[src/assert_macros.svh]
// Assertion helpers shared by the pattern checker modules.
`ifndef ASSERT_MACROS_SVH
`define ASSERT_MACROS_SVH

// Same-cycle implication, checked on every rising edge outside reset.
`define PMTC_ASSERT_IMPL(lbl, clk, rst_n, ante, cons, msg) \
    lbl: assert property (@(posedge clk) disable iff (!rst_n) (ante) |-> (cons)) \
        else $error(msg);

// Next-cycle implication, checked on every rising edge outside reset.
`define PMTC_ASSERT_NEXT(lbl, clk, rst_n, ante, cons, msg) \
    lbl: assert property (@(posedge clk) disable iff (!rst_n) (ante) |=> (cons)) \
        else $error(msg);

`endif

[src/pmtc_pkg.sv]
package pmtc_pkg;

    localparam int WORD_BITS       = 32;
    localparam int LFSR_BITS       = 15;
    localparam int WORD_INDEX_BITS = 30;
    localparam int KIND_BITS       = 2;
    localparam int CFG_INDEX_BITS  = 2;
    localparam int CFG_DATA_BITS   = 32;
    localparam int COUNT_BITS      = 31;
    localparam int LFSR_PERIOD     = 32767;

    typedef logic [LFSR_BITS-1:0] t_lfsr;

    localparam t_lfsr LFSR_SEED   = 15'h0001;
    localparam t_lfsr LFSR_TOGGLE = 15'h6000;

    // Item kinds
    typedef enum logic [KIND_BITS-1:0] {
        KIND_RESTART = 2'd0,
        KIND_WRITE   = 2'd1,
        KIND_CHECK   = 2'd2,
        KIND_NONE    = 2'd3
    } t_kind;

    // Configuration register indexes
    typedef enum logic [CFG_INDEX_BITS-1:0] {
        CFG_SEED  = 2'd0,
        CFG_BASE  = 2'd1,
        CFG_COUNT = 2'd2
    } t_cfg_reg;

    typedef enum logic {
        ST_IDLE,
        ST_SKIP
    } t_state;

    // Controller to datapath commands
    typedef struct packed {
        logic restart;
        logic skip_step;
        logic word_op;
        logic is_check;
        logic res_restart;
        logic res_zero;
    } t_dp_cmd;

    // Datapath to controller status
    typedef struct packed {
        logic skip_done;
    } t_dp_status;

    // One LFSR step: shift right, toggle taps when a one falls out
    function automatic t_lfsr lfsr_step(input t_lfsr s);
        return (s >> 1) ^ (s[0] ? LFSR_TOGGLE : t_lfsr'(0));
    endfunction

    typedef logic [LFSR_BITS-1:0][WORD_BITS-1:0] t_word_cols;
    typedef logic [LFSR_BITS-1:0][LFSR_BITS-1:0] t_state_cols;

    // Word bits contributed by each state bit (the generator is linear)
    function automatic t_word_cols build_word_cols();
        t_word_cols cols;
        t_lfsr      s;
        for (int j = 0; j < LFSR_BITS; j++) begin
            s = t_lfsr'(1) << j;
            for (int b = 0; b < WORD_BITS; b++) begin
                cols[j][b] = s[0];
                s = lfsr_step(s);
            end
        end
        return cols;
    endfunction

    // State after one full word contributed by each state bit
    function automatic t_state_cols build_state_cols();
        t_state_cols cols;
        t_lfsr       s;
        for (int j = 0; j < LFSR_BITS; j++) begin
            s = t_lfsr'(1) << j;
            for (int b = 0; b < WORD_BITS; b++) begin
                s = lfsr_step(s);
            end
            cols[j] = s;
        end
        return cols;
    endfunction

    localparam t_word_cols  WORD_COLS  = build_word_cols();
    localparam t_state_cols STATE_COLS = build_state_cols();

    function automatic logic [WORD_BITS-1:0] pattern_word(input t_lfsr s);
        logic [WORD_BITS-1:0] w;
        w = '0;
        for (int j = 0; j < LFSR_BITS; j++) begin
            if (s[j]) w = w ^ WORD_COLS[j];
        end
        return w;
    endfunction

    function automatic t_lfsr pattern_advance(input t_lfsr s);
        t_lfsr n;
        n = '0;
        for (int j = 0; j < LFSR_BITS; j++) begin
            if (s[j]) n = n ^ STATE_COLS[j];
        end
        return n;
    endfunction

    // Reduce a 32-bit value modulo 2^15-1 by folding 15-bit chunks
    function automatic t_lfsr seed_reduce(input logic [CFG_DATA_BITS-1:0] d);
        logic [16:0] s;
        logic [15:0] f;
        s = 17'(d[14:0]) + 17'(d[29:15]) + 17'(d[31:30]);
        f = 16'(s[14:0]) + 16'(s[16:15]);
        if (f >= 16'(LFSR_PERIOD)) f = f - 16'(LFSR_PERIOD);
        return f[LFSR_BITS-1:0];
    endfunction

endpackage

[src/pmtc_in_if.sv]
interface pmtc_in_if import pmtc_pkg::*; ();
    logic                 valid;
    logic                 ready;
    logic [KIND_BITS-1:0] kind;
    logic [WORD_BITS-1:0] read_data;

    modport source (output valid, kind, read_data, input ready);
    modport sink   (input valid, kind, read_data, output ready);
endinterface

[src/pmtc_out_if.sv]
interface pmtc_out_if import pmtc_pkg::*; ();
    logic                 valid;
    logic                 ready;
    logic [WORD_BITS-1:0] data_word;
    logic                 mismatch;
    logic [WORD_BITS-1:0] word_address;
    logic [WORD_BITS-1:0] error_count;
    logic                 last_word;

    modport source (output valid, data_word, mismatch, word_address, error_count, last_word,
                    input ready);
    modport sink   (input valid, data_word, mismatch, word_address, error_count, last_word,
                    output ready);
endinterface

[src/prbs_memory_test_checker_unit.sv]
// Write and check items: one item per cycle, result valid the cycle after acceptance.
// Restart items: the skip counter takes the seed mod 32767 and advances the generator by
// one full 32-bit word each cycle while no item is taken, then the result is posted.
// A stalled output holds its result; the next item is taken in the cycle the result leaves.
// Synchronous active-low reset: generator 1, index and error count 0, config to defaults.
module prbs_memory_test_checker_unit import pmtc_pkg::*; (
    input  logic                      i_clk,
    input  logic                      i_rst_n,
    input  logic                      i_cfg_we,
    input  logic [CFG_INDEX_BITS-1:0] i_cfg_index,
    input  logic [CFG_DATA_BITS-1:0]  i_cfg_data,
    pmtc_in_if.sink                   i_item,
    pmtc_out_if.source                o_result
);

    t_dp_cmd    w_cmd;
    t_dp_status w_status;
    logic       w_in_ready;
    logic       w_out_valid;

    pmtc_controller u_ctrl (
        .i_clk       (i_clk),
        .i_rst_n     (i_rst_n),
        .i_in_valid  (i_item.valid),
        .i_kind      (t_kind'(i_item.kind)),
        .o_in_ready  (w_in_ready),
        .o_out_valid (w_out_valid),
        .i_out_ready (o_result.ready),
        .i_status    (w_status),
        .o_cmd       (w_cmd)
    );

    pmtc_datapath u_dp (
        .i_clk          (i_clk),
        .i_rst_n        (i_rst_n),
        .i_cfg_we       (i_cfg_we),
        .i_cfg_index    (i_cfg_index),
        .i_cfg_data     (i_cfg_data),
        .i_cmd          (w_cmd),
        .i_read_data    (i_item.read_data),
        .o_status       (w_status),
        .o_data_word    (o_result.data_word),
        .o_mismatch     (o_result.mismatch),
        .o_word_address (o_result.word_address),
        .o_error_count  (o_result.error_count),
        .o_last_word    (o_result.last_word)
    );

    assign i_item.ready   = w_in_ready;
    assign o_result.valid = w_out_valid;

endmodule

[src/pmtc_datapath.sv]
`include "assert_macros.svh"

module pmtc_datapath import pmtc_pkg::*; (
    input  logic                      i_clk,
    input  logic                      i_rst_n,
    input  logic                      i_cfg_we,
    input  logic [CFG_INDEX_BITS-1:0] i_cfg_index,
    input  logic [CFG_DATA_BITS-1:0]  i_cfg_data,
    input  t_dp_cmd                   i_cmd,
    input  logic [WORD_BITS-1:0]      i_read_data,
    output t_dp_status                o_status,
    output logic [WORD_BITS-1:0]      o_data_word,
    output logic                      o_mismatch,
    output logic [WORD_BITS-1:0]      o_word_address,
    output logic [WORD_BITS-1:0]      o_error_count,
    output logic                      o_last_word
);

    logic [LFSR_BITS-1:0]       r_seed_mod;
    logic [WORD_BITS-1:0]       r_base;
    logic [COUNT_BITS-1:0]      r_word_count;

    t_lfsr                      r_lfsr;
    logic [LFSR_BITS-1:0]       r_skip;
    logic [WORD_INDEX_BITS-1:0] r_idx;
    logic [WORD_BITS-1:0]       r_total;

    logic [WORD_BITS-1:0]       r_data_word;
    logic                       r_mismatch;
    logic [WORD_BITS-1:0]       r_word_address;
    logic [WORD_BITS-1:0]       r_error_count;
    logic                       r_last_word;

    logic [WORD_BITS-1:0]       w_word;
    t_lfsr                      n_lfsr;
    logic                       w_mis;
    logic [WORD_BITS-1:0]       n_total;
    logic [WORD_BITS-1:0]       w_addr;
    logic [WORD_BITS-1:0]       w_count_m1;
    logic [WORD_INDEX_BITS-1:0] w_last_idx;
    logic                       w_last;
    logic [WORD_INDEX_BITS-1:0] n_idx;

    // Configuration registers; the seed is stored already reduced to one period
    always_ff @(posedge i_clk) begin
        if (!i_rst_n) begin
            r_seed_mod   <= '0;
            r_base       <= '0;
            r_word_count <= COUNT_BITS'(1);
        end else if (i_cfg_we) begin
            unique case (i_cfg_index)
                CFG_SEED:  r_seed_mod   <= seed_reduce(i_cfg_data);
                CFG_BASE:  r_base       <= i_cfg_data;
                CFG_COUNT: r_word_count <= i_cfg_data[COUNT_BITS-1:0];
                default: ;
            endcase
        end
    end

    // Pattern word and word bookkeeping
    always_comb begin
        w_word     = pattern_word(r_lfsr);
        n_lfsr     = pattern_advance(r_lfsr);
        w_mis      = i_cmd.is_check && (i_read_data != w_word);
        n_total    = (w_mis && (r_total != '1)) ? r_total + 1'b1 : r_total;
        w_addr     = r_base + (WORD_BITS'(r_idx) << 2);
        w_count_m1 = {1'b0, r_word_count} - WORD_BITS'(1);
        w_last_idx = w_count_m1[WORD_INDEX_BITS-1:0];
        w_last     = (r_idx == w_last_idx);
        n_idx      = w_last ? '0 : r_idx + 1'b1;
    end

    // Generator state, skip counter, index and error total
    always_ff @(posedge i_clk) begin
        if (!i_rst_n) begin
            r_lfsr  <= LFSR_SEED;
            r_skip  <= '0;
            r_idx   <= '0;
            r_total <= '0;
        end else if (i_cmd.restart) begin
            r_lfsr  <= LFSR_SEED;
            r_skip  <= r_seed_mod;
            r_idx   <= '0;
            r_total <= '0;
        end else if (i_cmd.skip_step) begin
            r_lfsr  <= n_lfsr;
            r_skip  <= r_skip - 1'b1;
        end else if (i_cmd.word_op) begin
            r_lfsr  <= n_lfsr;
            r_idx   <= n_idx;
            r_total <= n_total;
        end
    end

    // Result register
    always_ff @(posedge i_clk) begin
        if (i_cmd.word_op) begin
            r_data_word    <= w_word;
            r_mismatch     <= w_mis;
            r_word_address <= w_addr;
            r_error_count  <= n_total;
            r_last_word    <= w_last;
        end else if (i_cmd.res_restart) begin
            r_data_word    <= '0;
            r_mismatch     <= 1'b0;
            r_word_address <= r_base;
            r_error_count  <= '0;
            r_last_word    <= 1'b0;
        end else if (i_cmd.res_zero) begin
            r_data_word    <= '0;
            r_mismatch     <= 1'b0;
            r_word_address <= '0;
            r_error_count  <= '0;
            r_last_word    <= 1'b0;
        end
    end

    assign o_status.skip_done = (r_skip == '0);
    assign o_data_word        = r_data_word;
    assign o_mismatch         = r_mismatch;
    assign o_word_address     = r_word_address;
    assign o_error_count      = r_error_count;
    assign o_last_word        = r_last_word;

    `PMTC_ASSERT_NEXT(a_total_no_drop, i_clk, i_rst_n, !i_cmd.restart, r_total >= $past(r_total), "error total dropped without restart")
    `PMTC_ASSERT_IMPL(a_skip_nonzero, i_clk, i_rst_n, i_cmd.skip_step, r_skip != '0, "skip step with empty skip counter")

endmodule

[src/pmtc_controller.sv]
`include "assert_macros.svh"

module pmtc_controller import pmtc_pkg::*; (
    input  logic       i_clk,
    input  logic       i_rst_n,
    input  logic       i_in_valid,
    input  t_kind      i_kind,
    output logic       o_in_ready,
    output logic       o_out_valid,
    input  logic       i_out_ready,
    input  t_dp_status i_status,
    output t_dp_cmd    o_cmd
);

    t_state  r_state;
    t_state  n_state;
    logic    r_out_valid;
    logic    n_out_valid;
    logic    w_out_free;
    logic    w_accept;
    logic    w_load;

    // State and output valid registers
    always_ff @(posedge i_clk) begin
        if (!i_rst_n) begin
            r_state     <= ST_IDLE;
            r_out_valid <= 1'b0;
        end else begin
            r_state     <= n_state;
            r_out_valid <= n_out_valid;
        end
    end

    // Next state and datapath commands
    always_comb begin
        w_out_free = !r_out_valid || i_out_ready;
        o_in_ready = (r_state == ST_IDLE) && w_out_free;
        w_accept   = i_in_valid && o_in_ready;
        o_cmd      = '0;
        w_load     = 1'b0;
        n_state    = r_state;
        unique case (r_state)
            ST_IDLE: begin
                if (w_accept) begin
                    unique case (i_kind) inside
                        KIND_RESTART: begin
                            o_cmd.restart = 1'b1;
                            n_state       = ST_SKIP;
                        end
                        KIND_WRITE, KIND_CHECK: begin
                            o_cmd.word_op  = 1'b1;
                            o_cmd.is_check = (i_kind == KIND_CHECK);
                            w_load         = 1'b1;
                        end
                        default: begin
                            o_cmd.res_zero = 1'b1;
                            w_load         = 1'b1;
                        end
                    endcase
                end
            end
            ST_SKIP: begin
                // advance one word per cycle, then post the restart result
                if (!i_status.skip_done) begin
                    o_cmd.skip_step = 1'b1;
                end else if (w_out_free) begin
                    o_cmd.res_restart = 1'b1;
                    w_load            = 1'b1;
                    n_state           = ST_IDLE;
                end
            end
            default: n_state = ST_IDLE;
        endcase
        // hold the result until the transfer completes
        n_out_valid = w_load ? 1'b1 : (i_out_ready ? 1'b0 : r_out_valid);
    end

    assign o_out_valid = r_out_valid;

    `PMTC_ASSERT_NEXT(a_restart_skips, i_clk, i_rst_n, w_accept && (i_kind == KIND_RESTART), r_state == ST_SKIP, "restart did not enter skip")
    `PMTC_ASSERT_IMPL(a_load_free, i_clk, i_rst_n, w_load, !r_out_valid || i_out_ready, "result loaded over a pending transfer")

endmodule

[src/flat_wrapper.sv]
// flat-port wrapper written by rule: the top's interface ports become plain ports
module prbs_memory_test_checker_unit_flat import pmtc_pkg::*;
  (i_clk, i_rst_n, i_cfg_we, i_cfg_index, i_cfg_data, i_item_valid, i_item_kind, i_item_read_data, i_item_ready, o_result_valid, o_result_data_word, o_result_mismatch, o_result_word_address, o_result_error_count, o_result_last_word, o_result_ready);
  pmtc_in_if i_item_i ();
  pmtc_out_if o_result_i ();
  input  logic i_clk;
  input  logic i_rst_n;
  input  logic i_cfg_we;
  input  logic [CFG_INDEX_BITS-1:0] i_cfg_index;
  input  logic [CFG_DATA_BITS-1:0] i_cfg_data;
  input wire logic [$bits(i_item_i.valid)-1:0] i_item_valid;
  input wire logic [$bits(i_item_i.kind)-1:0] i_item_kind;
  input wire logic [$bits(i_item_i.read_data)-1:0] i_item_read_data;
  output wire logic [$bits(i_item_i.ready)-1:0] i_item_ready;
  output wire logic [$bits(o_result_i.valid)-1:0] o_result_valid;
  output wire logic [$bits(o_result_i.data_word)-1:0] o_result_data_word;
  output wire logic [$bits(o_result_i.mismatch)-1:0] o_result_mismatch;
  output wire logic [$bits(o_result_i.word_address)-1:0] o_result_word_address;
  output wire logic [$bits(o_result_i.error_count)-1:0] o_result_error_count;
  output wire logic [$bits(o_result_i.last_word)-1:0] o_result_last_word;
  input wire logic [$bits(o_result_i.ready)-1:0] o_result_ready;
  assign i_item_i.valid = i_item_valid;
  assign i_item_i.kind = i_item_kind;
  assign i_item_i.read_data = i_item_read_data;
  assign i_item_ready = i_item_i.ready;
  assign o_result_valid = o_result_i.valid;
  assign o_result_data_word = o_result_i.data_word;
  assign o_result_mismatch = o_result_i.mismatch;
  assign o_result_word_address = o_result_i.word_address;
  assign o_result_error_count = o_result_i.error_count;
  assign o_result_last_word = o_result_i.last_word;
  assign o_result_i.ready = o_result_ready;
  prbs_memory_test_checker_unit u_core (.i_clk(i_clk), .i_rst_n(i_rst_n), .i_cfg_we(i_cfg_we), .i_cfg_index(i_cfg_index), .i_cfg_data(i_cfg_data), .i_item(i_item_i), .o_result(o_result_i));
endmodule
[config.mk]
export PLATFORM = sky130hd
export DESIGN_NAME = prbs_memory_test_checker_unit_flat
export DESIGN_NICKNAME = d
export VERILOG_FILES = /design/src/pmtc_pkg.sv /design/src/pmtc_in_if.sv /design/src/pmtc_out_if.sv /design/src/prbs_memory_test_checker_unit.sv /design/src/pmtc_datapath.sv /design/src/pmtc_controller.sv /design/src/flat_wrapper.sv
export VERILOG_INCLUDE_DIRS = /design/src /design/src/src
export SDC_FILE = /design/constraint.sdc
export NUM_CORES = 1
export LEC_CHECK = 0
export ABC_CLOCK_PERIOD_IN_PS = 6990
export BUFFER_PORTS_ARGS = -buffer_cell sky130_fd_sc_hd__buf_2
export CAP_MARGIN = 20
export CORE_MARGIN = 2
export CORE_UTILIZATION = 50
export CTS_BUF_LIST = sky130_fd_sc_hd__clkbuf_8
export CTS_CLUSTER_DIAMETER = 40
export DETAILED_ROUTE_END_ITERATION = 6
export HOLD_SLACK_MARGIN = 0.1
export PLACE_DENSITY = 0.76
export SLEW_MARGIN = 15
export SYNTH_ARGS = -nofsm -noshare
export SYNTH_HDL_FRONTEND = slang
export SYNTH_SLANG_ARGS = --single-unit
[constraint.sdc]
create_clock -name i_clk -period 6.99 [get_ports i_clk]
set_input_delay 0.3495 -clock i_clk [delete_from_list [all_inputs] [get_ports i_clk]]
set_output_delay 0.3495 -clock i_clk [all_outputs]
set_load 0.02 [all_outputs]
### After elaboration in Yosys (flattened, before gate mapping)

Cells that the tools add are included.

| cells by class | value |
|---|---|
| add/sub/neg operators | 9 |
| order comparisons | 1 |
| equality and inequality tests | 7 |
| muxes and demuxes | 69 |
| bitwise gates (word level) | 31 |
| reductions and logical operators | 20 |

Operators with widths:

| cell | count |
|---|---|
| $mux 32 | 9 |
| $mux 15 | 7 |
| $mux 31 | 2 |
| $mux 30 | 2 |
| $not 3->3 | 13 |
| $add 32x1->32 const B | 1 |
| $add 32x32->32 | 1 |
| $ne 32x32->1 | 1 |
| $ne 32x32->1 const B | 1 |
| $add 30x1->30 const B | 1 |
| $eq 30x30->1 | 1 |
| $sub 30x1->30 const B | 1 |
| $mux 29 | 1 |
| $mux 14 | 2 |
| $mux 28 | 1 |
| $mux 27 | 1 |
| $mux 26 | 1 |
| $mux 25 | 1 |
| $mux 24 | 1 |
| $mux 23 | 1 |
| $mux 22 | 1 |
| $not 2->2 | 11 |
| $mux 1 | 21 |
| $mux 21 | 1 |
| 35 further kinds | 54 |

| storage, ports and cells | value |
|---|---|
| register bits | 269 |
| input port bits | 73 |
| output and inout port bits | 100 |
| word-level logic and storage cells | 151 |

### Longest topological paths before layout

| logic depth | value |
|---|---|
| depth after elaboration | 34 |
| mapped depth | 24 |
| gate-level depth less buffers | 24 |

### Hierarchy

From an unflattened synthesis, not the netlist that was laid out.

| second synthesis, totals | value |
|---|---|
| cells, all modules | 1,843 |
| area, all modules | 16,029.1 um^2 |

By module, submodules not included:

| module | instances | cells each | area an instance (um^2) | sequential area each (um^2) |
|---|---|---|---|---|
| pmtc_datapath | 1 | 1,819 | 15,837.7 | 6,326.1 |
| pmtc_controller | 1 | 24 | 191.4 | 40.0 |

### Least setup slack after synthesis

Ideal clock, no wire load.

| timing | value |
|---|---|
| kind | register to register |
| from | register u_core.u_ctrl.r_out_valid, in the netlist u_core.u_ctrl.o_out_valid |
| to | register u_core.u_dp.r_data_word[0], in the netlist u_core.u_dp.o_data_word[0], enable pin |
| setup time | 575 ps |
| arrival time | 5,654 ps |
| data required time | 6,415 ps |
| setup slack | 762 ps |
| cell stages (with the launch flop) | 6 |
| path buffers | 1 |
| clock period less this slack | 6,228 ps |
| cells stage by stage | dfxtp_1 > nand2b_1 > nor2b_1 > clkbuf_1 > nand2_1 > o21bai_1 |

| between the ends | value |
|---|---|
| longest elaborated chain between the ends | 7 |
| elaborated cells between the ends (all ways) | 12 |
| those cells by class | 7 x mux; 5 x reduce/logical |

Ends and longest elaborated chain:

| item | line | source |
|---|---|---|
| start, declared | pmtc_controller.sv:17 | `logic r_out_valid;` |
| start signal, assigned | pmtc_controller.sv:30 | `r_out_valid <= n_out_valid;` |
| $logic_not 1->1 (*) | pmtc_controller.sv:36 | `w_out_free = !r_out_valid \|\| i_out_ready;` |
| $logic_or 1x1->1 (*) | pmtc_controller.sv:36 |  |
| $logic_and 1x1->1 (*) | pmtc_controller.sv:37 | `o_in_ready = (r_state == ST_IDLE) && w_out_free;` |
| named net i_item_ready | flat_wrapper.sv:14 | `output wire logic [$bits(i_item_i.ready)-1:0] i_item_ready;` |
| $logic_and 1x1->1 (*) | pmtc_controller.sv:38 | `w_accept = i_in_valid && o_in_ready;` |
| $mux 1 / $mux 2 (equally long branches) | pmtc_controller.sv:44 | `if (w_accept) begin` |
| $mux 1 / $mux 2 (equally long branches) | pmtc_controller.sv:42 | `unique case (r_state)` |
| $reduce_bool 3->1 (no line) (*) | n/a |  |
| end signal, assigned | pmtc_datapath.sv:98 | `r_data_word <= w_word;` |
| end, declared | pmtc_datapath.sv:28 | `logic [WORD_BITS-1:0] r_data_word;` |

Mark *: on every way through the listed nets, which the timed path passes. The rest lies on a longest branch.
A chain may end at the register's enable or synchronous reset.

### Worst setup path in the final report

| timing | value |
|---|---|
| from | input i_cfg_data[1] |
| to | register u_core.u_dp.r_seed_mod[7] |

| between the ends | value |
|---|---|
| longest elaborated chain between the ends | 5 |
| elaborated cells between the ends (all ways) | 6 |
| those cells by class | 4 x add/sub; 1 x order compare; 1 x mux |

Ends and longest elaborated chain:

| item | line | source |
|---|---|---|
| start, declared | flat_wrapper.sv:10 | `input logic [CFG_DATA_BITS-1:0] i_cfg_data;` |
| $add 15x15->16 (*) | pmtc_pkg.sv:113 | `s = 17'(d[14:0]) + 17'(d[29:15]) + 17'(d[31:30]);` |
| $add 16x2->17 (*) | pmtc_pkg.sv:113 |  |
| $add 15x2->16 (*) | pmtc_pkg.sv:114 | `f = 16'(s[14:0]) + 16'(s[16:15]);` |
| $sub 15x15->15 / $ge 16x15->1 (equally long branches) | pmtc_pkg.sv:115 | `if (f >= 16'(LFSR_PERIOD)) f = f - 16'(LFSR_PERIOD);` |
| $mux 15 (*) | pmtc_pkg.sv:115 |  |
| end signal, assigned | pmtc_datapath.sv:52 | `CFG_SEED: r_seed_mod <= seed_reduce(i_cfg_data);` |
| end, declared | pmtc_datapath.sv:19 | `logic [LFSR_BITS-1:0] r_seed_mod;` |

Mark *: on every way between the ends. The rest lies on a longest branch, timed or not.

==> run_results.csv <==
group,metric,value,unit
pwr,power_density,238,nW/um2
placed_design,dp_cells,2307,
clocking,cts_made_buffers,49,
pwr,power,4.37,mW
clocking,clock_sink_count,269,
sta,finalCriticalPeriod,6420,ps
grt,grt_pass1_wl,64800,um
floorplan,floorplan.initialDensity,0.504,
routing,detail-route-antenna-nets,0,
run,drv_cap,0,
synthesis,syn-instance-count,1820,
sta,slew_headroom,0.269,
layout,post-route-util,0.586,
floorplan,dieArea,33000,um2
layout,seqCellArea,6370,um2
placed_design,place_ws,392,ps
synthesis,yosysTopAreaCellShare,0.217,
synthesis,synth_ff_type,"dfxtp_1",
sta,worst_pin_slew,1090,ps
layout,final_nets,2133,
synthesis,ys_types,82,
layout,drive_above_1_share,0.149,
min_path,hold_class,"input pin to flip-flop",
sta,rsz0062_at_grt,"false",
sta,fin_setup_tns,0,ps
grt,grt_overflow,0,
synthesis,avgSynthCellArea,8.67,um2
setup_path,r2r_end,"u_core.u_dp.r_idx[2]$_SDFFE_PP0P_",
min_path,hold_end,"u_core.u_dp.r_word_count[5]$_SDFFE_PN0P_",
setup_path,required,7420,ps
layout,multi_input_area,8870,um2
floorplan,io_pins,173,
sta,finClkSkew,31.0,ps
routing,drt_iter0_markers,1075,
routing,vias,13700,
sta,hold_viol_final,0,
placed_design,place_area,16800,um2
floorplan,die_w,182,um
sta,fin_ws,566,ps
setup_path,path_class,"input pin to flip-flop",
grt,grt_usage,0.241,
pwr,p_leak,7.12,nW
setup_path,crit_path_top_delay_cell,"a2111oi_1",
layout,final_common_cell,"nand2_1",
floorplan,core_area,31300,um2
setup_path,crit_family,"compound AO/OA/AOI/OAI gates",
setup_path,cp.arrival,6850,ps
sta,drv_slew,0,
synthesis,synth-edff-count,98,
layout,diodes,0,
clocking,cts_tree,"yes",
placed_design,place_congestion,0.883,
setup_path,r2r_setup_slack,2730,ps
routing,drc,0,
sta,fin_crit_sh,0.919,
clocking,clk_pin_slew,60,ps
routing,avgRoutedWirePerCell,16.6,um
synthesis,synthesis.nets,1964,
layout,synthToLayoutAreaGrowth,16.3,%
routing,vias_per_cell,5.64,
min_path,hold_path_depth,3,
pwr,irDropWorstVdd,0.124,mV
synthesis,ys_seq_area_frac,0.403,
setup_path,end_kind,"flip-flop",
layout,final_cell_mix,"247 x nand2_1, 195 x nor2_1, 172 x buf_2",
setup_path,r2r_cells,10,
synthesis,synth.area.top_cells,"dfxtp_1 22%, edfxtp_1 19%, xnor2_1 6.6%",
placed_design,hpwl,29800,um
floorplan,die-height,182,um
clocking,clockRootBuffer,"clkbuf_8",
routing,firstDrtPassIters,6,
clocking,clock_latency,580,ps
synthesis,yosysTopAreaCell,"dfxtp_1",
grt,grt_max_degree,64,
synthesis,yosys_warnings,0,
setup_path,start_kind,"input pin",
run_status,status,"finished, final reports clean",
clocking,post_cts_buffers,0,
layout,fill_cells,2722,
layout,fin_cells,2432,
sta,max_freq,156,MHz
floorplan,rows,65,
clocking,htree_levels,2,
setup_path,reg2reg_from,"u_core.u_dp.r_word_count[2]$_SDFFE_PN0P_",
setup_path,cp_max_fo,6,
placed_design,portBuffers,172,
synthesis,ys_seq_elements,269,
synthesis,async_reset_ff_frac,0,
synthesis,syn_area,15800,um2
min_path,hold_start,"i_cfg_data[5]",
grt,grt_pass1_vias,12800,
setup_path,cp_num_buf_inv,5,
clocking,cts_buffer_depth,3,
layout,stdcell_area,18400,um2
routing,wirelength,40400,um
sta,setup_viol,0,
grt,antenna_found_initial,0,
setup_path,max_stage_delay,550,ps
sta,whs,133,ps
==> cell families (layout without fill, tap and decap cells) <==
logic type	count (synthesis)	in the layout	share of synthesized area
AND/OR/NAND/NOR	746	746	0.226
AO/OA/AOI/OAI	355	355	0.142
flip-flops	269	269	0.403
XOR/XNOR	221	221	0.124
buffers and inverters	143	353	0.0368
adder cells (fa/ha/maj)	71	71	0.0587
multiplexers	15	15	0.00967
==> sequential cells by signal, summed over array words and instances (netlist names) <==
register and count:
u_core.u_dp.r_skip 15, u_core.u_dp.r_seed_mod 15, u_core.u_dp.o_last_word 1, u_core.u_dp.r_word_count 30, u_core.u_dp.r_base 32, u_core.u_dp.o_word_address 32
u_core.u_dp.r_lfsr 15, u_core.u_dp.o_error_count 32, u_core.u_dp.r_total 32, u_core.u_ctrl.r_state 1, u_core.u_ctrl.o_out_valid 1, u_core.u_dp.o_data_word 32
u_core.u_dp.r_idx 30, u_core.u_dp.o_mismatch 1
==> Yosys cell counts, types with 6 or more instances <==
master and count:
nor2_1 195, xor2_1 101, or2_2 12, and3_1 28, nor4_1 14, nor2_2 10
dfxtp_1 171, xnor2_1 119, a31oi_1 14, nand2b_1 9, a21oi_1 132, nand4_1 35
o211ai_1 15, a21o_1 18, and2_1 17, o21ai_0 73, inv_1 47, o21a_1 7
nor2b_1 12, buf_1 12, or3_1 19, nand3_1 64, and4_1 7, nor3_1 33
a211o_1 8, ha_1 66, a211oi_1 17, nand2_1 247, clkbuf_1 74, edfxtp_1 98
nor3b_1 7, nand3b_1 7, o21bai_1 7, or4_1 6, mux2i_1 13
==> per-layer routing <==
layer	wire (um)	GRT usage	up-vias
met5	0	0	-
li1	-	-	6752
met1	18300	0.330	6428
met4	877	0.0719	0
met2	18500	0.394	471
met3	2740	0.0369	62
==> power by group <==
group          internal [mW]  switching, mW  total, mW  leakage (nW)
sequential              1.73         0.0877       1.82          2.34
combinational          0.307          0.515      0.821          4.15
clock                   1.05          0.681       1.73         0.627
total                   3.09           1.28       4.37          7.12
==> what timing repair did <==
| action | 4_1_cts | 5_1_grt |
|---|---|---|
| hold endpoints to repair | 52 | 0 |
| hold buffers | 30 | 0 |
| gates resized for setup | 0 | 2 |
| setup endpoints to repair | 0 | 5 |
==> worst min-delay path, delay by kind of cell <==
| kind | cells | cell delay, ps |
|---|---|---|
| buf+inv | 1 | 120 |
| simple gates | 1 | 100 |
| compound gates | 1 | 70 |
==> worst max path at each step <==
| stage | start | end | cells after the start |
|---|---|---|---|
| 4_1_cts | i_cfg_data[1] | u_core.u_dp.r_seed_mod[7]$_SDFFE_PN0P_ | 25 |
| 3_5_place_dp | i_cfg_data[1] | u_core.u_dp.r_seed_mod[7]$_SDFFE_PN0P_ | 24 |
| 5_1_grt | i_cfg_data[1] | u_core.u_dp.r_seed_mod[7]$_SDFFE_PN0P_ | 25 |
| 6_report | i_cfg_data[1] | u_core.u_dp.r_seed_mod[7]$_SDFFE_PN0P_ | 25 |
| 2_1_floorplan | u_core.u_ctrl.o_out_valid$_SDFFE_PN0P_ | u_core.u_dp.o_data_word[0]$_SDFFCE_PN0P_ | 5 |
| 3_3_place_gp | i_cfg_data[1] | u_core.u_dp.r_seed_mod[5]$_SDFFE_PN0P_ | 24 |
==> area by class of cell <==
type                            instances  area share
Tap cell                              402      0.0274
Sequential cell                       269       0.347
Clock buffer                           57      0.0428
Multi-Input combinational cell       1408       0.483
Clock inverter                         35      0.0203
Timing Repair Buffer                  214      0.0697
Inverter                               47     0.00961
Power figures use the tool's default switching activity.
